===== src/rtl/ile_pkg.sv =====
// ----------------------------------------------------------------------------
// ile_pkg
// Shared types and constants for the indexed list engine.
// ----------------------------------------------------------------------------
package ile_pkg;

  // fixed field widths
  localparam int ACT_W  = 4;
  localparam int POS_W  = 5;
  localparam int DATA_W = 32;

  // default list depth
  localparam int CAPACITY_DEF = 16;

  // action codes, 10 to 15 are unused and do nothing
  typedef enum logic [ACT_W-1:0] {
    ACT_READ_AT    = 4'd0,
    ACT_INSERT_AT  = 4'd1,
    ACT_DELETE_AT  = 4'd2,
    ACT_PUSH_FRONT = 4'd3,
    ACT_POP_FRONT  = 4'd4,
    ACT_PUSH_BACK  = 4'd5,
    ACT_POP_BACK   = 4'd6,
    ACT_PEEK_FRONT = 4'd7,
    ACT_PEEK_BACK  = 4'd8,
    ACT_CLEAR      = 4'd9
  } action_t;

  // result status codes
  typedef enum logic [1:0] {
    ST_OK    = 2'd0,
    ST_RANGE = 2'd1,
    ST_EMPTY = 2'd2,
    ST_FULL  = 2'd3
  } status_t;

  // one request beat
  typedef struct packed {
    logic [ACT_W-1:0]         action;
    logic [POS_W-1:0]         position;
    logic signed [DATA_W-1:0] value_in;
  } req_t;

  // status and data part of one result beat
  typedef struct packed {
    status_t                  status;
    logic signed [DATA_W-1:0] value_out;
  } rsp_head_t;

endpackage


===== src/rtl/ile_req_if.sv =====
// ----------------------------------------------------------------------------
// ile_req_if
// Request channel: valid/ready handshake with action, position and value.
// ----------------------------------------------------------------------------
interface ile_req_if;
  logic                             valid;
  logic                             ready;
  logic [ile_pkg::ACT_W-1:0]        action;
  logic [ile_pkg::POS_W-1:0]        position;
  logic signed [ile_pkg::DATA_W-1:0] value_in;

  modport source (output valid, action, position, value_in, input ready);
  modport sink   (input valid, action, position, value_in, output ready);
endinterface


===== src/rtl/ile_rsp_if.sv =====
// ----------------------------------------------------------------------------
// ile_rsp_if
// Result channel: valid/ready handshake with status, value, count and empty.
// ----------------------------------------------------------------------------
interface ile_rsp_if #(
  parameter int CNT_W = 5
);
  logic                              valid;
  logic                              ready;
  ile_pkg::status_t                  status;
  logic signed [ile_pkg::DATA_W-1:0] value_out;
  logic [CNT_W-1:0]                  item_count;
  logic                              is_empty;

  modport source (output valid, status, value_out, item_count, is_empty, input ready);
  modport sink   (input valid, status, value_out, item_count, is_empty, output ready);
endinterface


===== src/rtl/indexed_list_engine_top.sv =====
// ----------------------------------------------------------------------------
// indexed_list_engine_top
// Bounded ordered list of signed 32-bit items with indexed insert/delete.
// ----------------------------------------------------------------------------
// Usage:
//   in_ch carries one request per beat: action, position and value_in.
//   out_ch returns exactly one result per request, in order: status,
//   value_out (zero unless the status is ok), item_count and is_empty.
//   A request beat is registered, executed against the list once the
//   result register has room (every entry has its own shift mux, so insert
//   and delete finish in the cycle they execute) and its result is
//   registered for out_ch. Throughput is one request per cycle while
//   out_ch does not stall.
//   Reset empties the list; entry contents are not cleared and only
//   entries below the count are ever read.
//   When out_ch stalls, the held result waits in the output register and
//   the next request waits in the input register; in_ch.ready drops only
//   when both are full.
// ----------------------------------------------------------------------------
module indexed_list_engine_top #(
  parameter int CAPACITY = ile_pkg::CAPACITY_DEF
) (
  input  logic       clk,
  input  logic       rst_n,
  ile_req_if.sink    in_ch,
  ile_rsp_if.source  out_ch
);

  localparam int CNT_W = $clog2(CAPACITY + 1);

  ile_pkg::req_t      in_req;
  ile_pkg::req_t      req;
  logic               req_valid;
  logic               step;
  logic               out_free;
  ile_pkg::rsp_head_t head_nxt;
  ile_pkg::rsp_head_t head_q;
  logic [CNT_W-1:0]   count_nxt;
  logic               empty_nxt;

  // request beat packing
  assign in_req.action   = in_ch.action;
  assign in_req.position = in_ch.position;
  assign in_req.value_in = in_ch.value_in;

  // execute when a request is held and the result register has room
  assign step = req_valid && out_free;

  ile_in_stage u_in (
    .clk       (clk),
    .rst_n     (rst_n),
    .in_valid  (in_ch.valid),
    .in_ready  (in_ch.ready),
    .in_req    (in_req),
    .step      (step),
    .req_valid (req_valid),
    .req       (req)
  );

  ile_list_core #(
    .CAPACITY (CAPACITY),
    .CNT_W    (CNT_W)
  ) u_core (
    .clk       (clk),
    .rst_n     (rst_n),
    .step      (step),
    .req       (req),
    .rsp_head  (head_nxt),
    .count_nxt (count_nxt),
    .empty_nxt (empty_nxt)
  );

  ile_out_stage #(
    .CNT_W (CNT_W)
  ) u_out (
    .clk       (clk),
    .rst_n     (rst_n),
    .load      (step),
    .free      (out_free),
    .head_in   (head_nxt),
    .count_in  (count_nxt),
    .empty_in  (empty_nxt),
    .out_valid (out_ch.valid),
    .out_ready (out_ch.ready),
    .head_out  (head_q),
    .count_out (out_ch.item_count),
    .empty_out (out_ch.is_empty)
  );

  // result beat unpacking
  assign out_ch.status    = head_q.status;
  assign out_ch.value_out = head_q.value_out;

endmodule


===== src/rtl/ile_in_stage.sv =====
// ----------------------------------------------------------------------------
// ile_in_stage
// Input register: captures one request beat and holds it until the list
// core executes it.
// ----------------------------------------------------------------------------
module ile_in_stage (
  input  logic          clk,
  input  logic          rst_n,
  input  logic          in_valid,
  output logic          in_ready,
  input  ile_pkg::req_t in_req,
  input  logic          step,
  output logic          req_valid,
  output ile_pkg::req_t req
);

  logic          valid_r;
  ile_pkg::req_t req_r;

  // free when empty or when the held beat executes this cycle
  assign in_ready  = !valid_r || step;
  assign req_valid = valid_r;
  assign req       = req_r;

  // occupancy flag
  always_ff @(posedge clk) begin
    if (!rst_n) begin
      valid_r <= 1'b0;
    end else if (in_ready) begin
      valid_r <= in_valid;
    end
  end

  // request payload
  always_ff @(posedge clk) begin
    if (in_ready && in_valid) begin
      req_r <= in_req;
    end
  end

endmodule


===== src/rtl/ile_list_core.sv =====
// ----------------------------------------------------------------------------
// ile_list_core
// List storage and count with one shift mux per entry; decodes a request,
// checks it, and updates the list in the cycle it executes.
// ----------------------------------------------------------------------------
module ile_list_core #(
  parameter int CAPACITY = ile_pkg::CAPACITY_DEF,
  parameter int CNT_W    = $clog2(CAPACITY + 1)
) (
  input  logic                 clk,
  input  logic                 rst_n,
  input  logic                 step,
  input  ile_pkg::req_t        req,
  output ile_pkg::rsp_head_t   rsp_head,
  output logic [CNT_W-1:0]     count_nxt,
  output logic                 empty_nxt
);

  localparam int IDX_W = (CAPACITY > 1) ? $clog2(CAPACITY) : 1;
  localparam int CMP_W = (CNT_W > ile_pkg::POS_W) ? CNT_W : ile_pkg::POS_W;

  logic signed [ile_pkg::DATA_W-1:0] entries_r [CAPACITY];
  logic signed [ile_pkg::DATA_W-1:0] ent_nxt   [CAPACITY];
  logic [CNT_W-1:0]                  count_r;

  logic [CMP_W-1:0] cnt_ext;
  logic [CMP_W-1:0] last_idx;
  logic [CMP_W-1:0] tgt;
  logic             do_put;
  logic             do_get;
  logic             do_rem;
  logic             do_clr;
  ile_pkg::status_t status;
  logic             put_ok;
  logic             get_ok;
  logic             rem_ok;

  assign cnt_ext  = CMP_W'(count_r);
  assign last_idx = (count_r == '0) ? '0 : cnt_ext - CMP_W'(1);

  // action decode: kind of access and target index
  always_comb begin
    do_put = 1'b0;
    do_get = 1'b0;
    do_rem = 1'b0;
    do_clr = 1'b0;
    tgt    = '0;
    unique case (ile_pkg::action_t'(req.action))
      ile_pkg::ACT_READ_AT: begin
        do_get = 1'b1;
        tgt    = CMP_W'(req.position);
      end
      ile_pkg::ACT_INSERT_AT: begin
        do_put = 1'b1;
        tgt    = CMP_W'(req.position);
      end
      ile_pkg::ACT_DELETE_AT: begin
        do_get = 1'b1;
        do_rem = 1'b1;
        tgt    = CMP_W'(req.position);
      end
      ile_pkg::ACT_PUSH_FRONT: begin
        do_put = 1'b1;
      end
      ile_pkg::ACT_POP_FRONT: begin
        do_get = 1'b1;
        do_rem = 1'b1;
      end
      ile_pkg::ACT_PUSH_BACK: begin
        do_put = 1'b1;
        tgt    = cnt_ext;
      end
      ile_pkg::ACT_POP_BACK: begin
        do_get = 1'b1;
        do_rem = 1'b1;
        tgt    = last_idx;
      end
      ile_pkg::ACT_PEEK_FRONT: begin
        do_get = 1'b1;
      end
      ile_pkg::ACT_PEEK_BACK: begin
        do_get = 1'b1;
        tgt    = last_idx;
      end
      ile_pkg::ACT_CLEAR: begin
        do_clr = 1'b1;
      end
      default: begin
        do_put = 1'b0;
      end
    endcase
  end

  // status checks, range before full for inserts
  always_comb begin
    status = ile_pkg::ST_OK;
    if (do_put) begin
      priority if (tgt > cnt_ext) begin
        status = ile_pkg::ST_RANGE;
      end else if (cnt_ext == CMP_W'(CAPACITY)) begin
        status = ile_pkg::ST_FULL;
      end else begin
        status = ile_pkg::ST_OK;
      end
    end else if (do_get) begin
      priority if (count_r == '0) begin
        status = ile_pkg::ST_EMPTY;
      end else if (tgt >= cnt_ext) begin
        status = ile_pkg::ST_RANGE;
      end else begin
        status = ile_pkg::ST_OK;
      end
    end
  end

  assign put_ok = do_put && (status == ile_pkg::ST_OK);
  assign get_ok = do_get && (status == ile_pkg::ST_OK);
  assign rem_ok = do_rem && (status == ile_pkg::ST_OK);

  // result value and next count
  always_comb begin
    rsp_head.status    = status;
    rsp_head.value_out = get_ok ? entries_r[tgt[IDX_W-1:0]] : '0;
    priority if (do_clr) begin
      count_nxt = '0;
    end else if (put_ok) begin
      count_nxt = count_r + CNT_W'(1);
    end else if (rem_ok) begin
      count_nxt = count_r - CNT_W'(1);
    end else begin
      count_nxt = count_r;
    end
  end

  assign empty_nxt = (count_nxt == '0);

  // per-entry shift mux: up by one on insert, down by one on remove
  for (genvar k = 0; k < CAPACITY; k++) begin : g_entry
    localparam logic [CMP_W-1:0] KI  = CMP_W'(k);
    localparam logic [CMP_W-1:0] KI1 = CMP_W'(k + 1);

    always_comb begin
      ent_nxt[k] = entries_r[k];
      if (put_ok) begin
        if (KI == tgt) begin
          ent_nxt[k] = req.value_in;
        end else if (KI > tgt && KI <= cnt_ext) begin
          if (k > 0) begin
            ent_nxt[k] = entries_r[(k > 0) ? k - 1 : 0];
          end
        end
      end else if (rem_ok) begin
        if (KI >= tgt && KI1 < cnt_ext) begin
          ent_nxt[k] = entries_r[(k < CAPACITY - 1) ? k + 1 : k];
        end
      end
    end

    always_ff @(posedge clk) begin
      if (step) begin
        entries_r[k] <= ent_nxt[k];
      end
    end
  end

  // item count
  always_ff @(posedge clk) begin
    if (!rst_n) begin
      count_r <= '0;
    end else if (step) begin
      count_r <= count_nxt;
    end
  end

  // checks
  a_count_bound: assert property (@(posedge clk) disable iff (!rst_n)
    CNT_W'(count_r) <= CNT_W'(CAPACITY))
    else $error("item count above capacity");

  a_put_grows: assert property (@(posedge clk) disable iff (!rst_n)
    step && put_ok |=> count_r == $past(count_r) + CNT_W'(1))
    else $error("successful insert did not grow the list");

  a_rem_shrinks: assert property (@(posedge clk) disable iff (!rst_n)
    step && rem_ok |=> count_r == $past(count_r) - CNT_W'(1))
    else $error("successful remove did not shrink the list");

  a_err_holds: assert property (@(posedge clk) disable iff (!rst_n)
    step && status != ile_pkg::ST_OK |=> $stable(count_r))
    else $error("failed request changed the count");

endmodule


===== src/rtl/ile_out_stage.sv =====
// ----------------------------------------------------------------------------
// ile_out_stage
// Result register: holds one result beat until the receiver takes it.
// ----------------------------------------------------------------------------
module ile_out_stage #(
  parameter int CNT_W = 5
) (
  input  logic               clk,
  input  logic               rst_n,
  input  logic               load,
  output logic               free,
  input  ile_pkg::rsp_head_t head_in,
  input  logic [CNT_W-1:0]   count_in,
  input  logic               empty_in,
  output logic               out_valid,
  input  logic               out_ready,
  output ile_pkg::rsp_head_t head_out,
  output logic [CNT_W-1:0]   count_out,
  output logic               empty_out
);

  logic               valid_r;
  ile_pkg::rsp_head_t head_r;
  logic [CNT_W-1:0]   count_r;
  logic               empty_r;

  // room for a new result when empty or being drained
  assign free      = !valid_r || out_ready;
  assign out_valid = valid_r;
  assign head_out  = head_r;
  assign count_out = count_r;
  assign empty_out = empty_r;

  // occupancy flag
  always_ff @(posedge clk) begin
    if (!rst_n) begin
      valid_r <= 1'b0;
    end else if (free) begin
      valid_r <= load;
    end
  end

  // result payload
  always_ff @(posedge clk) begin
    if (free && load) begin
      head_r  <= head_in;
      count_r <= count_in;
      empty_r <= empty_in;
    end
  end

endmodule


===== src/flat_wrapper.sv =====
// flat-port wrapper written by rule: the top's interface ports become plain ports
module indexed_list_engine_top_flat 
#(
  parameter int CAPACITY = ile_pkg::CAPACITY_DEF
)
  (clk, rst_n, in_ch_valid, in_ch_action, in_ch_position, in_ch_value_in, in_ch_ready, out_ch_valid, out_ch_status, out_ch_value_out, out_ch_item_count, out_ch_is_empty, out_ch_ready);
  ile_req_if in_ch_i ();
  ile_rsp_if #(.CNT_W(($clog2(CAPACITY + 1)))) out_ch_i ();
  input  logic clk;
  input  logic rst_n;
  input wire logic [$bits(in_ch_i.valid)-1:0] in_ch_valid;
  input wire logic [$bits(in_ch_i.action)-1:0] in_ch_action;
  input wire logic [$bits(in_ch_i.position)-1:0] in_ch_position;
  input wire logic [$bits(in_ch_i.value_in)-1:0] in_ch_value_in;
  output wire logic [$bits(in_ch_i.ready)-1:0] in_ch_ready;
  output wire logic [$bits(out_ch_i.valid)-1:0] out_ch_valid;
  output wire logic [$bits(out_ch_i.status)-1:0] out_ch_status;
  output wire logic [$bits(out_ch_i.value_out)-1:0] out_ch_value_out;
  output wire logic [$bits(out_ch_i.item_count)-1:0] out_ch_item_count;
  output wire logic [$bits(out_ch_i.is_empty)-1:0] out_ch_is_empty;
  input wire logic [$bits(out_ch_i.ready)-1:0] out_ch_ready;
  assign in_ch_i.valid = in_ch_valid;
  assign in_ch_i.action = in_ch_action;
  assign in_ch_i.position = in_ch_position;
  assign in_ch_i.value_in = in_ch_value_in;
  assign in_ch_ready = in_ch_i.ready;
  assign out_ch_valid = out_ch_i.valid;
  assign out_ch_status = out_ch_i.status;
  assign out_ch_value_out = out_ch_i.value_out;
  assign out_ch_item_count = out_ch_i.item_count;
  assign out_ch_is_empty = out_ch_i.is_empty;
  assign out_ch_i.ready = out_ch_ready;
  indexed_list_engine_top #(.CAPACITY(CAPACITY)) u_core (.clk(clk), .rst_n(rst_n), .in_ch(in_ch_i), .out_ch(out_ch_i));
endmodule

===== config.mk =====
export PLATFORM = sky130hd
export DESIGN_NAME = indexed_list_engine_top_flat
export DESIGN_NICKNAME = d
export VERILOG_FILES = /design/src/rtl/ile_pkg.sv /design/src/rtl/ile_req_if.sv /design/src/rtl/ile_rsp_if.sv /design/src/rtl/indexed_list_engine_top.sv /design/src/rtl/ile_in_stage.sv /design/src/rtl/ile_list_core.sv /design/src/rtl/ile_out_stage.sv /design/src/flat_wrapper.sv
export SDC_FILE = /design/constraint.sdc
export NUM_CORES = 1
export LEC_CHECK = 0
export ABC_AREA = 0
export BUFFER_PORTS_ARGS = -buffer_cell sky130_fd_sc_hd__buf_2
export CORE_ASPECT_RATIO = 0.8
export CORE_MARGIN = 4
export CORE_UTILIZATION = 43
export DETAILED_ROUTE_END_ITERATION = 7
export GPL_TIMING_DRIVEN = 0
export REMOVE_ABC_BUFFERS = 1
export SLEW_MARGIN = 10
export SYNTH_ARGS = -nofsm -noshare
export SYNTH_HDL_FRONTEND = slang
export SYNTH_SLANG_ARGS = --single-unit

===== constraint.sdc =====
create_clock -name clk -period 12.36 [get_ports clk]
set_input_delay 2.472 -clock clk [delete_from_list [all_inputs] [get_ports clk]]
set_output_delay 2.472 -clock clk [all_outputs]
set_load 0.05 [all_outputs]

==> reports/metrics.csv <==
stage;metric;value;unit
setup_path;worst setup path class;reg -> reg;
floorplan;Core Box Area;77800;um^2
timing;Final Hold Viols;0;
cells_and_area;diodes inserted;0;
global_routing;initial antenna violation count;1;
setup_path;Critical Path Start;u_core.u_core.cnt_ext[0];
yosys;Mean Syn Cell Area;11.0;um^2
global_routing;total congestion overflow;0;
yosys;Syn Std Cell Area;34000;um^2
drt;via/cell ratio;6.28;
setup_path;R2R setup slack;4.80;ns
hold_path;Hold Crit Depth;1;
placement;Placer Congestion;0.826;
timing;Final Cycle Share;61.1;%
pwr;peak supply drop;94.7;uV
yosys;post-synth cell types;70;
pwr;clock share of power;40.9;%
timing;Final setup viols;0;
cts;Clk pin slew, worst setup/hold paths;0.06;ns
drt;DR pass1 iterations;6;
yosys;register area share after synthesis;52.8;%
drt;WL final;110000;um
cts;Post-CTS Setup Bufs;0;
placement;Placement Cell Area;36500;um^2
timing;RSZ-0062 raised after global routing;false;
cells_and_area;Nets;3122;
floorplan;Die Area;83700;um^2
cts;total CTS buffers;67;
setup_path;Crit path arrival time;7.87;ns
pwr;P_int;3.45;mW
cts;H-tree levels;3;
cts;Clock Sinks;600;
drt;vias;26000;
timing;Max Transition Viols Final;0;
yosys;register bit total from synthesis;600;
cts;Post-CTS Hold Fix Bufs;0;
cts;clk_lat worst skew;0.62;ns
global_routing;gr usage total;25.6;%
floorplan;chip width;322;um
hold_path;hold crit path type;reg -> reg;
pwr;Reg power frac;49.9;%
placement;IO buf count;86;
timing;Tmin final;7.56;ns
cts;Clock Path Buffers;3;
pwr;PD cells;119;nW/um^2
drt;Starting DRT DRC Count;3349;
timing;Clock Skews;0.0228;ns
pwr;switching power;1.15;mW
setup_path;Crit Path Max Fanout;42;
floorplan;Initial Utilization;43.7;%
hold_path;hold_sp;u_core.u_in.req_valid;
pwr;leakage power;15.9;nW
yosys;number of synthesized flops with an enable pin;593;
cells_and_area;fraction of layout cells with a size suffix above 1;16.1;%
cells_and_area;Layout Utilization;49.5;%
yosys;YS warnings;0;
hold_path;Worst Hold End;u_core.u_out.out_valid;
floorplan;Die H;260;um
floorplan;FP Rows;91;
floorplan;I/O Pins;87;
yosys;cell count after synthesis;3098;
yosys;asr flop ratio synth;0;%
drt;DRC viols;0;
timing;Tightest Pin Transition;1.33;ns
timing;Slew Limit Headroom;11.6;%
cts;root buf cell;clkbuf_16;
job;Max Cap Violations;0;
timing;post-route setup slack;4.80;ns
setup_path;Required @ worst endpoint;12.67;ns
setup_path;R2R depth;20;
yosys;Post-synth top flop;edfxtp_1;
drt;post-DR wirelength/cell;26.7;um
cts;TritonCTS clock tree;done;
placement;Final HPWL DP;69700;um
global_routing;global-route wire length before repair;162000;um
pwr;Power, Total;4.60;mW
cts;post-CTS resize count;0;
global_routing;largest net degree at the start of global routing;111;
setup_path;CP Launch Type;flop;
setup_path;Setup crit end kind;flop;
pwr;Gate power share;9.2;%
timing;Fmax;132;MHz
global_routing;vias in the first global route;25200;
cells_and_area;layout overhead on the synthesized area;13.3;%
setup_path;FF-to-FF Start;u_core.u_core.cnt_ext[0];
drt;antenna viol nets, final;0;
timing;Final Hold Slack;0.536;ns
pwr;Sw Ratio;25.0;%
cells_and_area;post-route cell area;38500;um^2
status;outcome;finished, final reports clean;
setup_path;worst r2r dst;u_core.u_core.entries_r[0][7];
placement;pre-CTS WS;4.93;ns
area by class of cell:
cell class / instances / area (um^2)
clock inverters: 32 / 184
well taps: 1023 / 1280
multi-input cells: 2193 / 15000
repair buffers: 190 / 2220
flip-flops and latches: 600 / 17900
fillers: 6868 / 39200
clock buffers: 86 / 1790
inverters: 15 / 71.3
power groups by stage:
| stage | Combinational (mW) | Clock [mW] | Sequential [mW] |
|---|---|---|---|
| 2_1_floorplan | 0.329 | 0 | 2.35 |
| 3_3_place_gp | 0.496 | 0 | 2.34 |
| 3_5_place_dp | 0.415 | 0 | 2.34 |
| 4_1_cts | 0.416 | 1.91 | 2.29 |
| 5_1_grt | 0.454 | 2.00 | 2.30 |
| 6_report | 0.423 | 1.88 | 2.29 |
synthesized netlist by cell type, types with 3 or more instances:
cell | instances | area share, %
o2bb2ai_1 | 33 | 0.85
edfxtp_1 | 593 | 52
o32a_1 | 32 | 0.94
mux2i_1 | 483 | 14
nor2_1 | 91 | 1.0
a211oi_1 | 5 | 0.11
o21ai_1 | 83 | 1.2
a221oi_1 | 68 | 1.8
nand4_2 | 6 | 0.22
mux2_2 | 160 | 5.3
xnor2_1 | 5 | 0.13
and2_1 | 5 | 0.092
a31oi_1 | 7 | 0.13
o21ai_0 | 382 | 5.6
nand3_2 | 3 | 0.088
dfxtp_1 | 7 | 0.41
inv_2 | 3 | 0.033
buf_2 | 57 | 0.84
nand2b_1 | 6 | 0.11
buf_6 | 8 | 0.26
buf_1 | 5 | 0.055
nand3_1 | 15 | 0.22
a211o_1 | 3 | 0.077
buf_4 | 25 | 0.55
clkbuf_1 | 192 | 2.1
nor2_2 | 3 | 0.055
buf_8 | 3 | 0.13
o211ai_1 | 4 | 0.088
o21a_1 | 7 | 0.15
nand2_1 | 574 | 6.3
or2_2 | 4 | 0.074
and3_1 | 38 | 0.70
nor2b_1 | 3 | 0.055
nor3_1 | 8 | 0.12
a21oi_1 | 48 | 0.71
inv_1 | 10 | 0.11
a22oi_1 | 36 | 0.79
ha_1 | 10 | 0.37
o22ai_1 | 35 | 0.64
worst max-delay path by stage:
stage / end / cells after the start
3_3_place_gp: u_core.u_core.entries_r[11][8] / 11
6_report: u_core.u_core.entries_r[0][7] / 20
2_1_floorplan: u_core.u_core.entries_r[11][0] / 11
4_1_cts: u_core.u_core.entries_r[0][8] / 20
3_5_place_dp: u_core.u_core.entries_r[0][8] / 20
5_1_grt: u_core.u_core.entries_r[0][8] / 20
cell usage in the layout (no fill, tap or decap), types with 6 or more instances in the layout:
cell / count
and3_1: 34
buf_4: 13
dfxtp_1: 7
buf_16: 30
a21oi_1: 47
nand4_4: 6
a22oi_1: 36
o2bb2ai_1: 33
ha_1: 10
mux2_2: 160
o32a_1: 32
clkbuf_1: 17
a31oi_1: 7
o21ai_0: 382
o21ai_1: 82
clkinv_1: 15
nand2_1: 570
edfxtp_1: 593
nand3_1: 14
clkinv_2: 13
clkbuf_16: 69
nor2_1: 89
a221oi_1: 64
mux2i_1: 483
nand2b_1: 6
buf_12: 22
inv_1: 9
buf_2: 100
buf_8: 20
o22ai_1: 35
registers in the layout, indices dropped and copies added, names as in the netlist:
register and flops:
u_core.u_out.head_out 34, u_core.u_out.count_out 5, u_core.u_core.entries_r 512, u_core.u_in.req 41, u_core.u_core.cnt_ext 5, u_core.u_out.empty_out 1, u_core.u_out.out_valid 1, u_core.u_in.req_valid 1
kinds of logic after synthesis:
family / count (synthesis) / synth area share [%]
AOI/OAI and AO/OA: 761 / 13.6
xor gates and xnor gates: 5 / 0.129
adders and majority gates: 10 / 0.368
buffers and inverters: 305 / 4.14
DFF: 600 / 52.8
muxes: 643 / 19.5
and+or+nand+nor: 774 / 9.51
stage by stage:
step	instances	TNS [ns]
after detailed placement	4021	0
after global routing	4139	0
final	4139	0
after CTS	4139	0
after global placement	3917	-
after floorplan	2808	-7208.96
critical path: stages, from the launching register on:
cell	delay, ns
dfxtp_1	0.64
inv_1	0.22
ha_1	0.34
nor4b_2	0.21
a211o_2	0.45
o21a_2	0.48
buf_12	0.29
inv_4	0.72
ha_1	0.26
nand4_1	0.16
or2_2	0.39
a211oi_4	0.48
buf_8	0.23
buf_8	0.18
nor2_1	0.08
nor2_1	0.25
nand3_1	0.36
a311oi_4	0.84
buf_16	0.23
buf_8	0.18
buf_8	0.18
metal layers:
metal  routed length (um)  up-vias  part of all wire, %  track usage [%]
li1                     -    11500                    -                -
met1                48800    12800                   44             37.2
met5                    0        -                    0                0
met2                48400     1486                   44             38.4
met3                10100      222                  9.2             5.14
met4                 3100        0                  2.8             8.29
Note: power is estimated with default switching activity, not from simulation.
